$ cat config.mk
export PLATFORM = sky130hd
export DESIGN_NAME = dsa_arith
export DESIGN_NICKNAME = d
export VERILOG_FILES = /design/src/dsa_pkg.sv /design/src/dsa_arith.sv
export SDC_FILE = /design/constraint.sdc
export NUM_CORES = 1
export LEC_CHECK = 0
export BUFFER_PORTS_ARGS = -buffer_cell sky130_fd_sc_hd__buf_2
export CELL_PAD_IN_SITES_DETAIL_PLACEMENT = 1
export CELL_PAD_IN_SITES_GLOBAL_PLACEMENT = 1
export CORE_MARGIN = 1
export CORE_UTILIZATION = 41
export DETAILED_ROUTE_END_ITERATION = 12
export PLACE_DENSITY = 0.86
export REMOVE_ABC_BUFFERS = 1
export SLEW_MARGIN = 20
export SYNTH_ARGS = -nofsm -noshare
export SYNTH_HDL_FRONTEND = slang
export SYNTH_SLANG_ARGS = --single-unit
$ cat constraint.sdc
create_clock -name clock -period 4.9 [get_ports clock]
set_input_delay 0.735 -clock clock [delete_from_list [all_inputs] [get_ports clock]]
set_output_delay 0.735 -clock clock [all_outputs]
set_load 0.03 [all_outputs]
$ cat src/dsa_pkg.sv
package dsa_pkg;

   localparam int ADDR_W   = 64;
   localparam int SIZE_W   = 13;
   localparam int FRAME_W  = 3;
   localparam int FUNC_W   = 2;
   localparam int STATUS_W = 3;

   localparam logic [FUNC_W-1:0] FUNC_ALLOC   = 2'd0;
   localparam logic [FUNC_W-1:0] FUNC_FREE    = 2'd1;
   localparam logic [FUNC_W-1:0] FUNC_RECLAIM = 2'd2;

   localparam logic [STATUS_W-1:0] ST_OK    = 3'd0;
   localparam logic [STATUS_W-1:0] ST_FULL  = 3'd1;
   localparam logic [STATUS_W-1:0] ST_NULL  = 3'd2;
   localparam logic [STATUS_W-1:0] ST_BAD   = 3'd3;
   localparam logic [STATUS_W-1:0] ST_FRAME = 3'd4;

   localparam logic [1:0] REG_SLOT_SIZE      = 2'd0;
   localparam logic [1:0] REG_CPU_BASE       = 2'd1;
   localparam logic [1:0] REG_GPU_BASE       = 2'd2;
   localparam logic [1:0] REG_SHADER_VISIBLE = 2'd3;

   localparam logic [2:0] OP_HOLD     = 3'd0;
   localparam logic [2:0] OP_LOAD     = 3'd1;
   localparam logic [2:0] OP_SUB      = 3'd2;
   localparam logic [2:0] OP_STEP_DIV = 3'd3;
   localparam logic [2:0] OP_STEP_MUL = 3'd4;
   localparam logic [2:0] OP_ADD      = 3'd5;

   typedef struct packed {
      logic [2:0]        op;
      logic [ADDR_W-1:0] operand;
   } arith_cmd_type;

endpackage

$ cat src/dsa_arith.sv
module dsa_arith #(
   parameter int ACC_W = 21
) (
   input  logic                           clock,
   input  dsa_pkg::arith_cmd_type         cmd,
   input  logic [dsa_pkg::SIZE_W-1:0]     slot_size,
   output logic [dsa_pkg::ADDR_W-1:0]     work,
   output logic                           borrow
);

   localparam int AW = dsa_pkg::ADDR_W;

   logic [AW-1:0]    work_ff, work_in;
   logic [ACC_W-1:0] acc_ff, acc_in;
   logic             borrow_ff, borrow_in;

   logic             step_sub;
   logic [ACC_W-1:0] step_a, step_b;
   logic [ACC_W:0]   step_sum;

   logic             wide_sub;
   logic [AW-1:0]    wide_a, wide_b;
   logic [AW:0]      wide_sum;

   always_comb begin
      step_sub = (cmd.op == dsa_pkg::OP_STEP_DIV);
      if (step_sub) begin
         step_a = {acc_ff[ACC_W-2:0], work_ff[AW-1]};
         step_b = ACC_W'(slot_size);
      end else begin
         step_a = {acc_ff[ACC_W-2:0], 1'b0};
         step_b = work_ff[AW-1] ? ACC_W'(slot_size) : '0;
      end
      step_sum = {1'b0, step_a} + {1'b0, (step_sub ? ~step_b : step_b)}
               + (ACC_W+1)'(step_sub);

      wide_sub = (cmd.op == dsa_pkg::OP_SUB);
      wide_a   = wide_sub ? work_ff : AW'(acc_ff);
      wide_b   = wide_sub ? ~cmd.operand : cmd.operand;
      wide_sum = {1'b0, wide_a} + {1'b0, wide_b} + (AW+1)'(wide_sub);
   end

   always_comb begin
      work_in   = work_ff;
      acc_in    = acc_ff;
      borrow_in = borrow_ff;
      case (cmd.op)
         dsa_pkg::OP_LOAD: begin
            work_in = cmd.operand;
            acc_in  = '0;
         end
         dsa_pkg::OP_SUB: begin
            work_in   = wide_sum[AW-1:0];
            borrow_in = ~wide_sum[AW];
         end
         dsa_pkg::OP_STEP_DIV: begin
            if (step_sum[ACC_W]) begin
               acc_in  = step_sum[ACC_W-1:0];
               work_in = {work_ff[AW-2:0], 1'b1};
            end else begin
               acc_in  = step_a;
               work_in = {work_ff[AW-2:0], 1'b0};
            end
         end
         dsa_pkg::OP_STEP_MUL: begin
            acc_in  = step_sum[ACC_W-1:0];
            work_in = {work_ff[AW-2:0], 1'b0};
         end
         dsa_pkg::OP_ADD: begin
            work_in = wide_sum[AW-1:0];
         end
         default: begin
            work_in = work_ff;
         end
      endcase
   end

   always_ff @(posedge clock) begin
      work_ff   <= work_in;
      acc_ff    <= acc_in;
      borrow_ff <= borrow_in;
   end

   assign work   = work_ff;
   assign borrow = borrow_ff;

endmodule

==> qor.csv, run 1 <==
metric,value,unit
status,"complete, no violations",
area_delta_synth_final,15.4,%
fmax,0.213,GHz
drt-vias-per-instance,6.34,
fp.dieArea,27000,sq um
ant_nets,0,
cts_resized,0,
synth_seq_area_share,23.9,%
vias,11300,
placedCellCount,1772,
start_kind,input pin,
drtIter0Drc,671,
chipHeight,164,um
yosys_most_used_dff,edfxtp_1,
root_buffer,clkbuf_16,
cts-htree-levels,3,
grt_max_degree,51,
yosysTopAreaCellShare,23.9,%
worst_pin_slew,1080,ps
drive_above_1_share,19.1,%
hpwl,30.3,mm
io_pins,146,
rsz0062_at_grt,no,
cts.path.max_buffers,2,
hp-class,reg2reg,
synth_most_common_cell,nand2_1,
synth_area,10800,sq um
ir_drop,0.152,mV
slew_viol_final,0,
cts-hold-fix-buffers,0,
final_area,12400,sq um
drc,0,
cts_setup_buffers,0,
antennaDiodeCount,0,
grt_pass1_wl,61.8,mm
pwr_density_cell,266,nW/um^2
cts_buffers,9,
overflow,0,
power,3310,uW
routedWlPerCell,22.1,um
setup_viol,0,
post_dp_cell_area,12200,sq um
synth_common_cells,"nand2_1, a21oi_1, o21ai_0",
relSlewSlack,28.2,%
path_max_fanout,32,
grt_pass1_vias,11700,
syn_inst,1309,
postSynthAreaPerCell,8.24,sq um
cts_sinks,86,
critPathMaxStageDelay,460,ps
yosys_warnings,0,
postSynth.asyncResetShare,0,%
worstSetupPathType,in2reg,
firstDrtPassIters,5,
grt_usage,29.1,%
tns,0,ps
end_kind,flop,
fp-row-count,59,
yosysTopAreaCell,edfxtp_1,
finClkSkew,11.4,ps
cts_tree,done,
finalNonFillerCells,1787,
synth_area_leaders,"edfxtp_1, ha_1, xor2_1",
required,4990,ps
yosys.cell_types.count,78,
gp_congestion,0.920,
clk_pin_slew,70,ps
initial_utilization,41.6,%
fin_nets,1614,
finalWirelength,39.5,mm
worst_slack,213,ps
synth_edf_count,86,
cp_cell_sequence,buf_2 > nor3b_4 > buf_12 > mux2_2 > ha_1 > a21oi_1 > o21ai_0 > a221oi_1 > o21ai_1 > a2111o_1 > nand2_2 > a31oi_1 > a31o_2 > a222oi_1 > nand2_1,
arrival,4780,ps
maxCapViolCount,0,
portBuffers,145,
antenna_found_initial,1,
min_period,4690,ps
insertion_delay,350,ps
cp_slowest_cell,a2111o_1,
ys_ff_latch,86,
fin_crit_sh,95.7,%
hold_viol,0,
p_leak,0.00547,uW
die_x,164,um
core,25900,sq um
place_ws,-19.8,ps
report_power, final:
group | leakage, uW | internal (uW) | total, uW | switching, uW
clock | 0.000136 | 391 | 724 | 333
sequential | 0.000871 | 935 | 1030 | 100
combinational | 0.00447 | 580 | 1560 | 975
total | 0.00547 | 1910 | 3310 | 1410
worst paths after layout:
path / from / end / slack, ps / cells after the start
min reg2reg: work[41]$_DFFE_PP_ / work[42]$_DFFE_PP_ / 610 / 2
min: work[41]$_DFFE_PP_ / work[42]$_DFFE_PP_ / 610 / 2
max: cmd[65] / work[61]$_DFFE_PP_ / 210 / 15
max reg2reg: acc_ff[4]$_DFFE_PP_ / work[61]$_DFFE_PP_ / 860 / 12
through the flow:
stage | hold slack, ps | util, %
2_1_floorplan | 563 | -
3_3_place_gp | 588 | 46.9
3_5_place_dp | 599 | 46.9
4_1_cts | 617 | 48.0
5_1_grt | 645 | 48.0
6_report | 606 | 48.0
layout by cell type (no fill, tap or decap), drive strengths merged, types with 19 or more instances in the layout:
cell type  synthesis  layout
buf               18     212
nand2            121     121
o21ai             97      97
a21oi             95      95
edfxtp            86      86
xor2              85      85
ha                83      83
nor2              78      78
a22oi             65      65
and2              52      52
xnor2             46      46
a22o              40      40
a21o              38      38
nand3             33      33
inv               30      30
mux2              21      21
o221ai            20      20
a31oi             19      19
sequential cells by signal, indices dropped and copies added (netlist names):
| signal | cells |
|---|---|
| acc_ff | 21 |
| work | 64 |
| borrow | 1 |
cell families after synthesis:
logic type | share of synthesized area [%]
adder cells (fa/ha/maj) | 10.0
AND/OR/NAND/NOR | 16.0
AO/OA/AOI/OAI | 32.7
multiplexers | 2.60
buffers and inverters | 4.13
XOR/XNOR | 10.6
flip-flops | 23.9
routing by layer:
metal	GRT usage (%)	share of wire (%)	vias up
li1	-	-	5270
met1	36.6	43	5597
met2	50.8	49	385
met3	3.28	5.4	81
met4	10.7	3.0	2
met5	0	0.025	-
layout make-up:
class | instances | area [sq um]
clock inverter | 5 | 51.3
sequential | 86 | 2580
clock buffer | 10 | 229
inverter | 30 | 113
fill | 3192 | 13500
multi-input combinational | 1109 | 7800
timing repair buffer | 212 | 1250
tap | 335 | 419
worst max-delay path: cells and delay by family:
family          cells  cell delay [ps]
compound gates      8             2370
fa+ha+maj           1              350
buf+inv             2              410
mux                 1              380
simple gates        3              510
No activity file was read; power rests on OpenSTA's default activity.
==> run 2: changes to the inputs <==
--- a/config.mk
+++ b/config.mk
@@ -5,13 +5,15 @@
 export SDC_FILE = /design/constraint.sdc
 export NUM_CORES = 1
 export LEC_CHECK = 0
+export ABC_AREA = 1
 export BUFFER_PORTS_ARGS = -buffer_cell sky130_fd_sc_hd__buf_2
 export CELL_PAD_IN_SITES_DETAIL_PLACEMENT = 1
 export CELL_PAD_IN_SITES_GLOBAL_PLACEMENT = 1
 export CORE_MARGIN = 1
-export CORE_UTILIZATION = 41
+export CORE_UTILIZATION = 38
+export CTS_CLUSTER_DIAMETER = 100
 export DETAILED_ROUTE_END_ITERATION = 12
-export PLACE_DENSITY = 0.86
+export PLACE_DENSITY = 0.84
 export REMOVE_ABC_BUFFERS = 1
 export SLEW_MARGIN = 20
 export SYNTH_ARGS = -nofsm -noshare
==> run 2 against run 1 <==
Net effect:
- sequential power about the same
- combinational power decreased by 8%
- non-clock buffer count decreased by 49
- first-iteration DRC count increased by 46%
- sequential share of layout area decreased by 0.60 points
- maximum frequency increased by 13%
- power decreased by 1.1%
- critical path depth increased by 2
- critical path type unchanged
- critical endpoint is now acc_ff[1]$_DFFE_PP_
- highest routed layer unchanged
==> qor.csv, run 2 <==
metric,value,unit
nFillCells,3882,
cts_setup_buffers,0,
fmax,0.241,GHz
ir_drop,0.179,mV
largest_register_ffs,64,
initial_utilization,38.9,%
seq_power_share,30.4,%
routedWlPerCell,19.7,um
io_pins,146,
setup_viol,0,
finalWirelength,44.4,mm
reg2reg_from,acc_ff[0]$_DFFE_PP_,
synth_edf_count,86,
postSynth.asyncResetShare,0,%
cts_sinks,86,
cts-hold-fix-buffers,0,
antennaDiodeCount,0,
rsz0062_at_grt,no,
postSynthAreaPerCell,6.49,sq um
arrival,4280,ps
finClkSkew,13.1,ps
drive_above_1_share,11.9,%
hp-class,reg2reg,
drc,0,
synth_common_cells,"nand2_1, inv_1, a21oi_1, nor2_1, o21ai_0",
p_switching,1420,uW
insertion_delay,380,ps
end_kind,flop,
fin_nets,2030,
pwr_density_cell,256,nW/um^2
hold_viol,0,
holdCritStartpoint,work[3]$_DFFE_PP_,
layout_commonest_cell,nand2_1,
cts_resized,0,
yosysTopAreaCellShare,22.9,%
gp_congestion,0.992,
worst_pin_slew,1090,ps
required,5030,ps
crit_start,cmd[65],
fp-row-count,62,
pwr-share-clk,26.0,%
drtIter0Drc,983,
synth_most_common_cell,nand2_1,
die_x,174,um
comb_power_share,43.6,%
grt_pass1_vias,12700,
synth_area_leaders,"edfxtp_1, nand2_1, a21oi_1",
vias,12600,
maxCapViolCount,0,
slew_viol_final,0,
grt_max_degree,98,
root_buffer,clkbuf_16,
place_ws,416,ps
switching_share,43.2,%
grt_usage,29.2,%
fp.dieArea,30300,sq um
start_kind,input pin,
yosys_most_used_dff,edfxtp_1,
yosys.cell_types.count,51,
p_int,1860,uW
post_dp_cell_area,12500,sq um
grt_pass1_wl,69.5,mm
hpwl,36.5,mm
final_cell_mix,"nand2_1, inv_1, a21oi_1",
final_area,12800,sq um
relSlewSlack,27.6,%
power,3280,uW
cts_tree,done,
syn_inst,1735,
worst_slack,750,ps
core,28900,sq um
cts-htree-levels,3,
yosys_warnings,0,
ant_nets,0,
portBuffers,145,
cts_buffers,9,
finalNonFillerCells,2253,
path_max_fanout,26,
drt-vias-per-instance,5.58,
placedCellCount,2237,
firstDrtPassIters,5,
yosysTopAreaCell,edfxtp_1,
cts.path.max_buffers,2,
overflow,0,
min_period,4150,ps
status,"complete, no violations",
fin_crit_sh,84.7,%
ys_ff_latch,86,
p_leak,0.00594,uW
chipHeight,174,um
synth_seq_area_share,22.9,%
worstSetupPathType,in2reg,
synth_area,11300,sq um
antenna_found_initial,2,
area_delta_synth_final,13.9,%
clk_pin_slew,80,ps
-- run 2: cell families after synthesis --
| group | Yosys count | share of synthesized area (%) |
|---|---|---|
| simple gates | 696 | 26.1 |
| compound gates | 486 | 24.8 |
| fa+ha+maj | 85 | 9.58 |
| flops | 86 | 22.9 |
| buf+inv | 303 | 10.4 |
| xor+xnor | 79 | 6.15 |
-- run 2: power groups by stage --
stage / logic (uW) / clock network (uW) / registers, uW
2_1_floorplan: 832 / 0 / 1130
3_3_place_gp: 1360 / 0 / 1010
3_5_place_dp: 1410 / 0 / 1010
5_1_grt: 1570 / 882 / 1010
4_1_cts: 1420 / 857 / 997
6_report: 1430 / 851 / 997
-- run 2: area by class of cell --
| cell class | instances | area, sq um | share of cell area [%] |
|---|---|---|---|
| clock buffer | 10 | 229 | 1.79 |
| timing repair buffer | 163 | 918 | 7.16 |
| clock inverter | 6 | 110 | 0.859 |
| multi-input combinational | 1346 | 7530 | 58.7 |
| sequential | 86 | 2580 | 20.1 |
| inverter | 258 | 971 | 7.57 |
| tap | 384 | 480 | 3.75 |
-- run 2: metal layers --
layer	wire [um]	global-route usage, %
met1	20600	39.8
met2	19900	47.0
met3	2780	4.44
met4	1180	9.54
met5	9	0
-- run 2: per-stage QoR --
stage	utilization (%)	TNS (ps)	hold WS, ps
6_report	44.3	0	628
4_1_cts	44.3	0	627
3_5_place_dp	43.1	0	602
2_1_floorplan	-	-412000	556
3_3_place_gp	43.0	0	587
5_1_grt	44.3	0	669
-- run 2: worst max-delay path, cell delays in order --
cell and delay, ps:
buf_2 150, inv_2 70, nor3_4 150, buf_4 240, clkinv_1 550, nand3_1 220
o21ai_0 120, ha_1 380, nand2_1 140, nor2_1 260, inv_1 100, o21ai_0 210
a21boi_0 160, nand3_1 130, buf_4 250, inv_2 160, a22o_1 230
-- run 2: worst paths after layout --
path                              end  slack [ps]  cells past startpoint
setup / recovery  acc_ff[1]$_DFFE_PP_         750                     17
hold / removal      work[4]$_DFFE_PP_         630                      2
setup reg to reg   work[48]$_DFFE_PP_        1530                     15
hold reg to reg     work[4]$_DFFE_PP_         630                      2
==> run 3: changes to the inputs <==
--- a/config.mk
+++ b/config.mk
@@ -5,15 +5,15 @@
 export SDC_FILE = /design/constraint.sdc
 export NUM_CORES = 1
 export LEC_CHECK = 0
-export ABC_AREA = 1
+export ABC_AREA = 0
 export BUFFER_PORTS_ARGS = -buffer_cell sky130_fd_sc_hd__buf_2
 export CELL_PAD_IN_SITES_DETAIL_PLACEMENT = 1
 export CELL_PAD_IN_SITES_GLOBAL_PLACEMENT = 1
 export CORE_MARGIN = 1
-export CORE_UTILIZATION = 38
+export CORE_UTILIZATION = 41
 export CTS_CLUSTER_DIAMETER = 100
 export DETAILED_ROUTE_END_ITERATION = 12
-export PLACE_DENSITY = 0.84
+export PLACE_DENSITY = 0.86
 export REMOVE_ABC_BUFFERS = 1
 export SLEW_MARGIN = 20
 export SYNTH_ARGS = -nofsm -noshare
==> constraint.sdc (replaced) <==
create_clock -name clock -period 3.65 [get_ports clock]
set_input_delay 0.5475 -clock clock [delete_from_list [all_inputs] [get_ports clock]]
set_output_delay 0.5475 -clock clock [all_outputs]
set_load 0.03 [all_outputs]
==> run 3 against run 2 <==
Net effect:
- the run now ends with negative setup slack left
- critical endpoint is now work[49]$_DFFE_PP_
- die area shrank 11%
- power increased by 97%
- final area is 41% higher
- utilization grew 25 points
- critical path depth grew 1
- wire length up 86%
==> qor.csv, run 3 (synthesis gave the netlist of run 1 again) <==
metric,value,unit
reg2reg_from,acc_ff[6]$_DFFE_PP_,
min_path_cells,3,
rsz0062_at_grt,yes,
hold_end,work[54]$_DFFE_PP_,
top_usage_layer,met2,
start_kind,input pin,
required,3750,ps
r2r_end,work[49]$_DFFE_PP_,
slew_viol_final,0,
routedWlPerCell,37.7,um
grt_pass1_vias,16100,
fp.dieArea,27000,sq um
fmax,0.223,GHz
vias,16800,
critPathMaxStageDelay,470,ps
grt_use_met1,50.5,%
holdCritStartpoint,cmd[54],
pwr_density_cell,359,nW/um^2
grt_usage,47.1,%
cp_cell_sequence,buf_12 > nor3b_4 > buf_4 > buf_8 > buf_12 > buf_12 > and2_1 > ha_4 > a21o_1 > a21o_1 > a221o_1 > a2111o_1 > buf_4 > a21bo_2 > a2111oi_4 > a211oi_2 > o21ai_1 > nand3_1,
antenna_found_initial,9,
worstSetupPathType,in2reg,
reg2reg_slack,-340,ps
finalWirelength,82.6,mm
cts-htree-levels,3,
cp_slowest_cell,a2111o_1,
use_met2,77.1,%
portBuffers,145,
grt_pass1_wl,95.0,mm
fin_crit_sh,123,%
worst_slack,-840,ps
cp_common_cell,buf_12,
cts_buffers,9,
cts.path.max_buffers,2,
cts_tree,done,
core,25900,sq um
root_buffer,clkbuf_16,
largest_register_ffs,64,
nFillCells,2817,
ant_nets,0,
layout_commonest_cell,buf_4,
min_period,4490,ps
hold_viol,0,
cts-hold-fix-buffers,0,
seq_area,2580,sq um
final_cell_mix,"buf_4, buf_2, nand2_1",
ir_drop,0.273,mV
setup_viol,75,
drt-vias-per-instance,7.65,
arrival,4590,ps
fp-row-count,59,
hp-class,in2reg,
cp_top_family,compound AO/OA/AOI/OAI gates,
power,6480,uW
grt_max_degree,70,
overflow,0,
status,"complete, but fails checks",
final_core_util,69.6,%
die_x,164,um
reg2reg_depth,13,
initial_utilization,41.6,%
worst-path-buf-inv,6,
worst_pin_slew,1070,ps
relSlewSlack,28.8,%
multi_input_area,9900,sq um
p_leak,0.00803,uW
gp_congestion,0.956,
drive_above_1_share,50.5,%
cts_sinks,86,
finClkSkew,15.5,ps
io_pins,146,
crit_start,cmd[64],
fin_nets,2015,
clk_pin_slew,90,ps
chipHeight,164,um
end_kind,flop,
drtIter0Drc,2702,
area_delta_synth_final,67.1,%
hpwl,36.4,mm
path_max_fanout,7,
violations,negative setup slack,
insertion_delay,400,ps
drc,0,
firstDrtPassIters,7,
grtUsageMet3,13.6,%
maxCapViolCount,0,
## run 3: changes by cell type in the layout (fill, tap and decap cells not counted), moves of 32 or more
cell     change
o21ai_0     -94
a21oi_2     +32
buf_6       +50
ha_1        -32
and2_1      +43
nor2_1     -158
nand3_1     -68
a22o_1      +39
a21oi_1    -176
nand2_1    -198
inv_1      -223
buf_4      +382
## run 3: layer usage
| layer | part of all wire, % | vias up |
|---|---|---|
| li1 | - | 6075 |
| met1 | 31 | 7766 |
| met2 | 42 | 1967 |
| met3 | 14 | 977 |
| met4 | 13 | 0 |
| met5 | 0 | - |
## run 3: area by class of cell
| class | instances | area share, % |
|---|---|---|
| antenna | 4 | 0.0555 |
| clock buffer | 10 | 1.27 |
| clock inverter | 6 | 0.250 |
| inverter | 30 | 0.625 |
| multi-input combinational | 1110 | 54.9 |
| sequential | 86 | 14.3 |
| tap | 335 | 2.33 |
| timing repair buffer | 612 | 26.2 |
## run 3: repair_timing
item                                    CTS  global route
buffers inserted                         39            61
pin swaps                                87           144
endpoints found under the setup margin   74            79
cloned                                    5             4
resized for setup                       240           257
## run 3: worst min-delay path, stage by stage
cell and delay (ps):
buf_2 100, a22oi_1 80, o21ai_0 80
## run 3: worst max-delay path by stage
| stage | to | cells after the start |
|---|---|---|
| after detailed placement | work[61]$_DFFE_PP_ | 15 |
| after global placement | work[61]$_DFFE_PP_ | 15 |
| after global routing | work[49]$_DFFE_PP_ | 18 |
| final | work[49]$_DFFE_PP_ | 18 |
| after CTS | work[60]$_DFFE_PP_ | 18 |
| after floorplan | work[60]$_DFFE_PP_ | 13 |
## run 3: per-stage QoR
| stage | cell area [sq um] | setup TNS, ps | setup slack (ps) | std cells | hold slack, ps |
|---|---|---|---|---|---|
| after floorplan | 10500 | -246160 | -3370 | 1225 | 563 |
| after global placement | 14400 | -44050 | -878 | 2072 | 580 |
| after detailed placement | 14400 | -59070 | -1120 | 2072 | 595 |
| after CTS | 16300 | -3640 | -322 | 2131 | 517 |
| after global routing | 18000 | -36390 | -1020 | 2192 | 538 |
| final | 18000 | -33620 | -840 | 2193 | 528 |
## run 3: report_power, final
part / switching [uW] / internal, uW
registers: 165 / 1250
clock network: 574 / 469
logic: 2390 / 1620
